[config.mk]
export PLATFORM = sky130hd
export DESIGN_NAME = dsdr_queue
export DESIGN_NICKNAME = d
export VERILOG_FILES = /design/src/rtl/assert_macros.svh /design/src/rtl/dsdr_pkg.sv /design/src/rtl/dsdr_queue.sv
export SDC_FILE = /design/constraint.sdc
export NUM_CORES = 1
export LEC_CHECK = 0
export BUFFER_PORTS_ARGS = -buffer_cell sky130_fd_sc_hd__buf_4
export CORE_MARGIN = 5
export CORE_UTILIZATION = 25
export DETAILED_ROUTE_END_ITERATION = 16
export GPL_ROUTABILITY_DRIVEN = 0
export PLACE_DENSITY = 0.44
export SKIP_CTS_REPAIR_TIMING = 1
export SYNTH_ARGS = -nofsm -noshare
export SYNTH_HDL_FRONTEND = slang
export SYNTH_SLANG_ARGS = --single-unit
[constraint.sdc]
create_clock -name clk -period 1.7 [get_ports clk]
set_input_delay 0.34 -clock clk [delete_from_list [all_inputs] [get_ports clk]]
set_output_delay 0.34 -clock clk [all_outputs]
set_load 0.005 [all_outputs]
[src/rtl/assert_macros.svh]
// assert_macros.svh: concurrent assertion macros shared by the RTL files.
// Defining ASSERT_OFF turns every check into nothing.
`ifndef ASSERT_MACROS_SVH
`define ASSERT_MACROS_SVH
`ifndef ASSERT_OFF
// expr holds at every clock edge outside reset
`define ASSERT_ALWAYS(label, clk, rst, expr) \
  label: assert property (@(posedge clk) disable iff (rst) (expr)) \
    else $error("assertion failed");
// post holds in the same cycle as pre
`define ASSERT_IMPLIES(label, clk, rst, pre, post) \
  label: assert property (@(posedge clk) disable iff (rst) (pre) |-> (post)) \
    else $error("assertion failed");
// post holds in the cycle after pre
`define ASSERT_NEXT(label, clk, rst, pre, post) \
  label: assert property (@(posedge clk) disable iff (rst) (pre) |=> (post)) \
    else $error("assertion failed");
`else
`define ASSERT_ALWAYS(label, clk, rst, expr)
`define ASSERT_IMPLIES(label, clk, rst, pre, post)
`define ASSERT_NEXT(label, clk, rst, pre, post)
`endif
`endif

[src/rtl/dsdr_pkg.sv]
// dsdr_pkg: types and constants of the display shadow-diff refresh block.
// No dependencies; used by dsdr_front, dsdr_queue, dsdr_back and the top level.
package dsdr_pkg;

  localparam int PAGES_DEFAULT = 8;
  localparam int WIDTH_DEFAULT = 128;
  localparam logic [7:0] FORCE_PERIOD_RESET = 8'd50;
  localparam logic [2:0] PAGE_MASK = 3'h7;
  localparam int JOB_PAGE_W = 4;
  localparam int QUEUE_DEPTH = 2;

  typedef enum logic [1:0] {
    OP_WRITE = 2'd0,
    OP_FULL  = 2'd1,
    OP_AREA  = 2'd2,
    OP_CLEAR = 2'd3
  } opcode_t;

  typedef struct packed {
    opcode_t     opcode;
    logic [2:0]  page;
    logic [6:0]  column;
    logic [7:0]  pixel_byte;
    logic [5:0]  top_row;
    logic [6:0]  area_height;
  } cmd_t;

  typedef struct packed {
    logic [2:0]  seg_page;
    logic [6:0]  first_col;
    logic [6:0]  last_col;
    logic        forced;
    logic        last_segment;
  } result_t;

  typedef enum logic [1:0] {
    J_WRITE,
    J_REFRESH,
    J_CLEAR
  } job_kind_t;

  typedef struct packed {
    job_kind_t              kind;
    logic [JOB_PAGE_W-1:0]  page_lo;
    logic [JOB_PAGE_W-1:0]  page_hi;
    logic                   forced;
    logic [6:0]             column;
    logic [7:0]             pixel_byte;
  } job_t;

  typedef enum logic [1:0] {
    B_IDLE,
    B_SCAN,
    B_FINISH
  } back_state_t;

endpackage

[src/rtl/dsdr_queue.sv]
// dsdr_queue: short job FIFO between the command front end and the back end.
// Depends on dsdr_pkg.
module dsdr_queue (
  input  logic            clk,
  input  logic            rst,
  input  logic            push,
  input  dsdr_pkg::job_t  push_job,
  output logic            full,
  input  logic            pop,
  output logic            empty,
  output dsdr_pkg::job_t  head
);

  localparam int DEPTH = dsdr_pkg::QUEUE_DEPTH;
  localparam int PW    = (DEPTH > 1) ? $clog2(DEPTH) : 1;
  localparam int CNTW  = $clog2(DEPTH + 1);

  dsdr_pkg::job_t slots [DEPTH];
  logic [PW-1:0]   wr_ptr;
  logic [PW-1:0]   rd_ptr;
  logic [CNTW-1:0] count;

  assign full  = count == CNTW'(DEPTH);
  assign empty = count == '0;
  assign head  = slots[rd_ptr];

  function automatic logic [PW-1:0] ptr_inc(input logic [PW-1:0] p);
    ptr_inc = (p == PW'(DEPTH - 1)) ? '0 : p + PW'(1);
  endfunction

  always_ff @(posedge clk) begin
    if (push && !full) begin
      slots[wr_ptr] <= push_job;
    end
  end

  always_ff @(posedge clk) begin
    if (rst) begin
      wr_ptr <= '0;
      rd_ptr <= '0;
      count  <= '0;
    end else begin
      if (push && !full) begin
        wr_ptr <= ptr_inc(wr_ptr);
      end
      if (pop && !empty) begin
        rd_ptr <= ptr_inc(rd_ptr);
      end
      case ({push && !full, pop && !empty})
        2'b10:   count <= count + CNTW'(1);
        2'b01:   count <= count - CNTW'(1);
        default: count <= count;
      endcase
    end
  end

endmodule

==> results.cfg <==
[finish]
drive_gt1_share_pct = 57.5
final_cell_mix = edfxtp_1, buf_4, mux2_4, buf_6, clkbuf_8
num-fill-cells = 778
fin_nets = 210
synthToLayoutAreaGrowth_pct = 48.4
layout.cells.non_filler = 286
diodes = 0
final_common_cell = edfxtp_1

[yosys]
synth_ff_type = edfxtp_1
yosysWarnings = 0
syn-cell-area_um2 = 2090
ys_types = 18
seq_area_frac_synth_pct = 79.4
synthArstFlopShare_pct = 0
synthCells = 107
synth_nets = 138
syn_area_per_cell_um2 = 19.6
synth_seq_cells = 57
synth_edf_count = 52

[sta]
worstMarginPinSlew_ns = 0.223
finalSetupViolCount = 0
max_slew_margin_pct = 85.1
maxSlewViolCount = 0
rsz0062_at_grt = true
skew_ns = 0.00596
min_period_over_period_pct = 98.7
finalCriticalPeriod_ns = 1.68
holdWs_ns = 0.206
timing.fmax_mhz = 596
hold_viol = 0

[cts]
cts_buffers = 9
cts_max_level = 3
cts_tree = yes
numClockSinks = 57
ctsLongestPathBuffers = 2
clock-root-buffer = clkbuf_8
clkLatencyLatePin_ns = 0.32
clkSlewWorstSetupHoldPaths_ns = 0.06

[floorplanning]
io_pins = 58
die_w_um = 102
die_area_um2 = 10300
die-height_um = 102
initial_core_util_pct = 25.6
rows = 33
core-area_um2 = 8180

[min_path]
min_path_type = in -> reg

[setup_path]
worstPathCellList = clkbuf_16 > mux2_4 > buf_6
slowest_stage = dfxtp_4
worstPathRequired_ns = 1.36
crit_buf_inv = 2
cp_data_arrival_time_ns = 1.34
crit_type = reg -> out
critPathTopFamily = flip-flops
cp-start-kind = flip-flop
critPathMaxFanout = 7
crit_path_end_kind = primary output
critPathMaxStageDelay_ns = 0.42

[drt]
viasPerCell = 4.08
drc = 0
ant_nets = 0
routed_wl_um = 4400
wire_per_inst_um = 15.4
num_vias = 1168
dr.pass1.iters = 3
drt-initial-drc-count = 14

[global_route]
antenna_found_initial = 0
grt_pass1_vias = 1254
overflow = 0
grt_max_degree = 27
grt_pass1_wl_um = 6140
grtUsageTotal_pct = 8.29

[placed_design]
dpl.cell_count = 271
dp_hpwl_um = 2870
port_buffers = 57

[run_status]
status = complete, no violations

[power_and_ir_drop]
power.density_nw_per_um2 = 1450
p_leak_nw = 1.21
ir_drop_mv = 0.516

[job]
maxCapViolations = 0
-- state kept, by name, summed over array words and instances, names as in the netlist, named ones only --
signal,cells
count,2
rd_ptr,1
slots,52
wr_ptr,1
-- worst paths after layout --
check	from	end	slack (ns)	cells past startpoint
worst max-delay path	flip-flop	head[9]	0.02	3
worst min-delay path	push_job[19]	slots[0][19]$_DFFE_PP_	0.21	1
worst max register to register	count[0]$_SDFFE_PP0P_	slots[0][22]$_DFFE_PP_	0.08	5
worst min register to register	wr_ptr$_SDFFE_PP0P_	wr_ptr$_SDFFE_PP0P_	0.50	2
-- area by class of cell --
cell class / instances / area (um2) / area share [%]
tap: 105 / 131 / 4.23
timing repair buffer: 64 / 651 / 21.0
clock inverter: 2 / 8.76 / 0.282
inverter: 3 / 15.0 / 0.483
multi-input combinational: 44 / 503 / 16.2
sequential: 57 / 1670 / 53.6
clock buffer: 11 / 131 / 4.23
-- synthesized netlist by cell type (2+ instances only) --
cell type,count,area [um2]
or3_1,2,12.5
a21oi_1,2,10.0
nor2_1,4,15.0
mux2_1,11,124
mux2_2,15,169
dfxtp_1,5,100
inv_1,2,7.51
xnor2_1,2,17.5
o21ai_0,2,10.0
edfxtp_1,52,1560
buf_2,3,15.0
-- layer usage --
| metal | global-route usage [%] | vias to the layer above | part of all wire [%] |
|---|---|---|---|
| li1 | - | 553 | - |
| met1 | 8.71 | 568 | 39 |
| met2 | 13.3 | 41 | 51 |
| met3 | 4.61 | 6 | 8.1 |
| met4 | 4.29 | 0 | 1.6 |
| met5 | 0 | - | 0 |
-- where the power goes --
part / switching [mW] / leakage [nW] / internal (mW)
sequential: 0.110 / 0.528 / 1.79
clock: 0.454 / 0.0725 / 0.497
combinational: 0.593 / 0.607 / 1.06
total: 1.16 / 1.21 / 3.34
-- cells by family (layout without fill, tap and decap cells) --
logic type / count (synthesis) / count (layout) / synth area share, %
DFF: 57 / 57 / 79.4
xor gates and xnor gates: 3 / 3 / 1.26
and+or+nand+nor: 9 / 9 / 2.21
buffers and inverters: 6 / 80 / 1.25
adders and majority gates: 1 / 1 / 0.598
AOI/OAI and AO/OA: 5 / 5 / 1.32
muxes: 26 / 26 / 14.0
-- per-stage QoR --
stage / TNS (ns) / instance area [um2] / worst slack (ns) / utilization, % / power [mW]
CTS: -1.28 / 2830 / -0.0867 / 34.6 / 4.05
floorplan: 0 / 2100 / 0.0618 / - / 2.45
detailed placement: 0 / 2690 / 0.0846 / 32.9 / 3.08
global placement: 0 / 2690 / 0.151 / 32.9 / 3.04
finish: 0 / 3110 / 0.0217 / 38.0 / 4.50
global route: -0.549 / 3110 / -0.0428 / 38.0 / 4.75
(Power assumes the default switching activity.)
