--- config.mk ---
export PLATFORM = sky130hd
export DESIGN_NAME = dsdr_front
export DESIGN_NICKNAME = d
export VERILOG_FILES = /design/src/rtl/dsdr_pkg.sv /design/src/rtl/dsdr_front.sv
export VERILOG_INCLUDE_DIRS = /design/src /design/src/rtl
export SDC_FILE = /design/constraint.sdc
export NUM_CORES = 1
export LEC_CHECK = 0
export ABC_CLOCK_PERIOD_IN_PS = 2500
export BUFFER_PORTS_ARGS = -buffer_cell sky130_fd_sc_hd__buf_2
export CAP_MARGIN = 40
export CORE_MARGIN = 2
export CORE_UTILIZATION = 46
export DETAILED_ROUTE_END_ITERATION = 6
export GPL_TIMING_DRIVEN = 0
export HOLD_SLACK_MARGIN = 0.12
export PLACE_DENSITY_LB_ADDON = 0.25
export SETUP_SLACK_MARGIN = 0.15
export SLEW_MARGIN = 10
export SYNTH_ARGS = -nofsm -noshare
export SYNTH_HDL_FRONTEND = slang
export SYNTH_SLANG_ARGS = --single-unit
export TNS_END_PERCENT = 5
--- constraint.sdc ---
create_clock -name clk -period 2.5 [get_ports clk]
set_input_delay 0.25 -clock clk [delete_from_list [all_inputs] [get_ports clk]]
set_output_delay 0.25 -clock clk [all_outputs]
set_load 0.01 [all_outputs]
--- src/rtl/assert_macros.svh ---
// assert_macros.svh: concurrent assertion macros shared by the RTL files.
// Defining ASSERT_OFF turns every check into nothing.
`ifndef ASSERT_MACROS_SVH
`define ASSERT_MACROS_SVH
`ifndef ASSERT_OFF
// expr holds at every clock edge outside reset
`define ASSERT_ALWAYS(label, clk, rst, expr) \
  label: assert property (@(posedge clk) disable iff (rst) (expr)) \
    else $error("assertion failed");
// post holds in the same cycle as pre
`define ASSERT_IMPLIES(label, clk, rst, pre, post) \
  label: assert property (@(posedge clk) disable iff (rst) (pre) |-> (post)) \
    else $error("assertion failed");
// post holds in the cycle after pre
`define ASSERT_NEXT(label, clk, rst, pre, post) \
  label: assert property (@(posedge clk) disable iff (rst) (pre) |=> (post)) \
    else $error("assertion failed");
`else
`define ASSERT_ALWAYS(label, clk, rst, expr)
`define ASSERT_IMPLIES(label, clk, rst, pre, post)
`define ASSERT_NEXT(label, clk, rst, pre, post)
`endif
`endif

--- src/rtl/dsdr_pkg.sv ---
// dsdr_pkg: types and constants of the display shadow-diff refresh block.
// No dependencies; used by dsdr_front, dsdr_queue, dsdr_back and the top level.
package dsdr_pkg;

  localparam int PAGES_DEFAULT = 8;
  localparam int WIDTH_DEFAULT = 128;
  localparam logic [7:0] FORCE_PERIOD_RESET = 8'd50;
  localparam logic [2:0] PAGE_MASK = 3'h7;
  localparam int JOB_PAGE_W = 4;
  localparam int QUEUE_DEPTH = 2;

  typedef enum logic [1:0] {
    OP_WRITE = 2'd0,
    OP_FULL  = 2'd1,
    OP_AREA  = 2'd2,
    OP_CLEAR = 2'd3
  } opcode_t;

  typedef struct packed {
    opcode_t     opcode;
    logic [2:0]  page;
    logic [6:0]  column;
    logic [7:0]  pixel_byte;
    logic [5:0]  top_row;
    logic [6:0]  area_height;
  } cmd_t;

  typedef struct packed {
    logic [2:0]  seg_page;
    logic [6:0]  first_col;
    logic [6:0]  last_col;
    logic        forced;
    logic        last_segment;
  } result_t;

  typedef enum logic [1:0] {
    J_WRITE,
    J_REFRESH,
    J_CLEAR
  } job_kind_t;

  typedef struct packed {
    job_kind_t              kind;
    logic [JOB_PAGE_W-1:0]  page_lo;
    logic [JOB_PAGE_W-1:0]  page_hi;
    logic                   forced;
    logic [6:0]             column;
    logic [7:0]             pixel_byte;
  } job_t;

  typedef enum logic [1:0] {
    B_IDLE,
    B_SCAN,
    B_FINISH
  } back_state_t;

endpackage

--- src/rtl/dsdr_front.sv ---
// dsdr_front: takes commands, holds force_period and the frame count, and turns
// each command into a job for the queue. Depends on dsdr_pkg, assert_macros.svh.
`include "assert_macros.svh"

module dsdr_front #(
  parameter int PAGES = dsdr_pkg::PAGES_DEFAULT,
  parameter int WIDTH = dsdr_pkg::WIDTH_DEFAULT
) (
  input  logic              clk,
  input  logic              rst,
  input  logic              start,
  input  dsdr_pkg::cmd_t    cmd,
  output logic              busy,
  input  logic              cfg_we,
  input  logic [7:0]        cfg_wdata,
  input  logic              q_full,
  output logic              push,
  output dsdr_pkg::job_t    job
);

  localparam logic [dsdr_pkg::JOB_PAGE_W-1:0] LAST_PAGE =
    dsdr_pkg::JOB_PAGE_W'(PAGES - 1);

  logic       accept;
  logic [7:0] force_period;
  logic [7:0] frame_count;
  logic [7:0] frame_count_next;
  logic [7:0] cnt_inc;
  logic       force_now;
  logic [6:0] end_row;
  logic [2:0] area_lo;
  logic [2:0] area_hi;
  logic [dsdr_pkg::JOB_PAGE_W-1:0] area_hi_w;

  assign accept = start && !q_full;
  assign busy   = q_full;

  always_comb begin
    cnt_inc   = frame_count + 8'd1;
    force_now = cnt_inc >= force_period;
    // end row wraps mod 64, so a zero height from row 0 lands on the last band
    end_row   = {1'b0, cmd.top_row} + cmd.area_height - 7'd1;
    area_lo   = cmd.top_row[5:3] & dsdr_pkg::PAGE_MASK;
    area_hi   = end_row[5:3] & dsdr_pkg::PAGE_MASK;
    area_hi_w = {1'b0, area_hi};

    job.kind       = dsdr_pkg::J_WRITE;
    job.page_lo    = {1'b0, cmd.page};
    job.page_hi    = '0;
    job.forced     = 1'b0;
    job.column     = cmd.column;
    job.pixel_byte = cmd.pixel_byte;
    push             = 1'b0;
    frame_count_next = frame_count;

    case (cmd.opcode)
      dsdr_pkg::OP_WRITE: begin
        push = accept && (32'(cmd.page) < PAGES) && (32'(cmd.column) < WIDTH);
      end
      dsdr_pkg::OP_FULL: begin
        job.kind    = dsdr_pkg::J_REFRESH;
        job.page_lo = '0;
        job.page_hi = LAST_PAGE;
        job.forced  = force_now;
        push        = accept;
        if (accept) begin
          frame_count_next = force_now ? 8'd0 : cnt_inc;
        end
      end
      dsdr_pkg::OP_AREA: begin
        job.kind    = dsdr_pkg::J_REFRESH;
        job.page_lo = {1'b0, area_lo};
        job.page_hi = (area_hi_w > LAST_PAGE) ? LAST_PAGE : area_hi_w;
        // wrapped or wholly out-of-range areas produce nothing
        push = accept && (area_hi >= area_lo) && (32'(area_lo) < PAGES);
      end
      dsdr_pkg::OP_CLEAR: begin
        job.kind = dsdr_pkg::J_CLEAR;
        push     = accept;
      end
      default: begin
        push = 1'b0;
      end
    endcase
  end

  always_ff @(posedge clk) begin
    if (rst) begin
      force_period <= dsdr_pkg::FORCE_PERIOD_RESET;
      frame_count  <= 8'd0;
    end else begin
      if (cfg_we) begin
        force_period <= cfg_wdata;
      end
      frame_count <= frame_count_next;
    end
  end

  `ASSERT_NEXT(a_force_clears_count, clk, rst, push && job.kind == dsdr_pkg::J_REFRESH && job.forced, frame_count == 8'd0)

endmodule

==> results.py <==
metrics = {
    "status": {
        "status": "complete, no violations",
    },
    "synth": {
        "synth_area_per_cell_um2": 8.108,
        "syn_inst": 179,
        "yosysWarnings": 0,
        "syn_area_um2": 1451,
        "synth.distinct_cells": 37,
        "ys_ff_latch": 16,
        "seq_area_frac_synth": 0.2207,
    },
    "global_route": {
        "track_usage": 0.1611,
        "grt_max_degree": 11,
        "grt_pass1_wl_um": 4588,
        "antenna_found_initial": 0,
        "grt_pass1_vias": 1181,
        "grt-ovfl-total": 0,
    },
    "timing": {
        "post-route-period-util": 0.9817,
        "drv_slew": 0,
        "fin_skew_ns": 0.008197,
        "layout_setup_ws_ns": 0.04567,
        "finalSetupViolations": 0,
        "fin_tns_setup_ns": 0,
        "rsz0062_at_grt": "true",
        "fmax_mhz": 407.4,
        "period_needed_ns": 2.454,
        "relSlewSlack": 0.5597,
        "hold_viol": 0,
        "tightest_slew_ns": 0.6604,
    },
    "critical_path": {
        "start_kind": "register",
        "end_kind": "primary output",
        "cp.arrival_ns": 2.20,
        "reg2reg_from": "frame_count[4]",
        "max_stage_delay_ns": 0.39,
        "reg2reg_slack_ns": 0.37,
        "critical_path_required_ns": 2.25,
        "reg2reg_depth": 10,
        "crit_path_max_fanout": 4,
        "slowest_stage": "dfxtp_4",
        "r2r-end": "frame_count[2]",
        "worstSetupPathType": "register to primary output",
        "cp_cell_sequence": "nand3_4 -> nor3_4 -> xor2_2 -> ha_4 -> a21oi_2 -> nand3_2 -> a21oi_4 -> and2b_1 -> buf_2",
    },
    "cells_and_area": {
        "nFillCells": 237,
        "drive_gt1_frac": 0.5415,
        "final_cell_area_um2": 2185,
        "nets": 323,
        "final_common_cell": "buf_2",
        "synthToLayoutAreaGrowth_pct": 50.52,
        "layout_common_cells": "buf_2, buf_4, inv_1",
        "diodes": 0,
    },
    "min_path": {
        "hp-start": "cfg_wdata[5]",
        "hold_path_class": "input port to register",
        "worstHoldPathCells": 3,
        "whs_endpoint": "force_period[5]",
    },
    "drt": {
        "detail-route-antenna-nets": 0,
        "dr_total_vias": 1395,
        "first_pass_iters": 4,
        "routed_via_density": 4.697,
        "drc": 0,
        "wl_um": 3453,
        "wl_per_cell_um": 11.63,
        "dr.first_iter.drc_count": 58,
    },
    "cts": {
        "cts.path.max_buffers": 2,
        "holdBufCountCts": 0,
        "cts_tree": "yes",
        "numCtsBuffers": 3,
        "clk-insertion-delay-late_ns": 0.28,
        "cts_num_sinks": 16,
        "cts_root_buffer": "clkbuf_4",
        "clk_pin_slew_ns": 0.10,
        "h-tree-depth": 1,
    },
    "floorplanning": {
        "fp.dieH_um": 60.17,
        "core-area_um2": 3028,
        "die_x_um": 60.17,
        "initial_core_util": 0.4793,
        "ios": 74,
        "floorplan.die_area_um2": 3620,
        "rows": 20,
    },
    "placement": {
        "hpwl_um": 2276,
        "gp_congestion": 0.7725,
        "dp_slack_ns": -0.1270,
        "portBuffers": 55,
        "placed_area_um2": 1785,
    },
    "flow_run": {
        "maxCapViolCount": 0,
    },
    "power_and_ir_drop": {
        "p_sw_uw": 237.9,
        "swShare": 0.3086,
        "power_density_nw_per_um2": 352.9,
        "power.share.sequential": 0.339,
        "comb_power_share": 0.443,
        "p_int_uw": 533.1,
        "clkPwrFrac": 0.218,
        "peakVddDrop_mv": 0.2209,
        "power_leakage_nw": 1.160,
    },
}
[cell type report]
class	instances	area, um2	area share
Inverter	30	112.6	0.05155
Sequential cell	16	344.1	0.1575
Clock buffer	4	36.28	0.01661
Timing Repair Buffer	69	396.6	0.1816
Tap cell	44	55.05	0.02520
Multi-Input combinational cell	114	1096	0.5017
Buffer	20	143.9	0.06586
[power by group through the flow]
stage	Clock (mW)	Sequential, mW	Combinational [mW]
2_1_floorplan	0	0.272	0.159
3_3_place_gp	0	0.273	0.229
3_5_place_dp	0	0.274	0.233
4_1_cts	0.175	0.266	0.284
5_1_grt	0.187	0.263	0.373
6_report	0.168	0.262	0.341
[metal layers]
metal | global-route usage | wire (um)
met5 | 0 | 0
met1 | 0.1899 | 1490
met2 | 0.3012 | 1794
met3 | 0.02381 | 168
met4 | 0.03810 | 0
[kinds of logic after synthesis]
group,share of synthesized area
AO/OA/AOI/OAI,0.1526
XOR/XNOR,0.06034
adder cells (fa/ha/maj),0.1983
buffers and inverters,0.1767
flip-flops,0.2207
multiplexers,0.04138
other,0.002584
AND/OR/NAND/NOR,0.1474
[what timing repair did]
item                       CTS  global route
pin swaps                   12            23
setup endpoints to repair    2             3
hold endpoints to repair     0             0
buffers inserted             7             7
cloned                       0             0
gates resized for setup     26            34
[cells in the mapped netlist, drive strengths merged]
cell type  count  share of area
a31oi          1         0.0043
and2b          1         0.0052
ha            23           0.20
nor3           1         0.0069
a311oi         1          0.010
a21oi          4          0.016
conb           1         0.0026
nand3          7          0.028
a22o           2          0.012
o21a           1         0.0052
a21boi         2          0.010
mux2i          6          0.041
dfxtp         16           0.22
o31ai          1         0.0052
o211ai         4          0.021
nor2          12          0.033
o21ai          6          0.021
o21bai         1         0.0078
a32o           5          0.034
clkbuf         1         0.0026
nand2         14          0.036
and3           1         0.0043
a211oi         1         0.0052
buf           19          0.097
nand4          1         0.0043
and2           2         0.0086
nand2b         1         0.0043
xnor2          5          0.030
inv           30          0.078
nor2b          3          0.013
or2            1         0.0043
xor2           5          0.030
[through the flow]
step | utilization | hold WS [ns] | instances | power [mW]
6_report | 0.7215 | 0.1826 | 297 | 0.7710
5_1_grt | 0.7215 | 0.1770 | 297 | 0.8232
2_1_floorplan | - | 0.3224 | 180 | 0.4313
3_3_place_gp | 0.5897 | 0.4545 | 279 | 0.5027
3_5_place_dp | 0.5897 | 0.4541 | 279 | 0.5070
4_1_cts | 0.6537 | 0.1732 | 290 | 0.7255
[sequential cells by signal, indices dropped and copies added, names as in the netlist]
register and count:
force_period 8, frame_count 8
[critical path: cells and delay by family (launching register included)]
kind	cells	cell delay, ns
compound gates	2	0.33
xor+xnor	1	0.23
fa+ha+maj	1	0.26
buf+inv	1	0.13
flops	1	0.39
simple gates	4	0.59
[worst max path at each step]
| stage | endpoint | slack, ns | cells past startpoint | startpoint |
|---|---|---|---|---|
| 2_1_floorplan | push | 0.17 | 12 | cmd[2] |
| 3_3_place_gp | push | -0.12 | 14 | cmd[2] |
| 3_5_place_dp | push | -0.13 | 14 | cmd[2] |
| 4_1_cts | push | 0.03 | 14 | cmd[2] |
| 5_1_grt | job[15] | -0.05 | 9 | frame_count[4] |
| 6_report | job[15] | 0.05 | 9 | frame_count[4] |
Power figures use the tool's default switching activity.
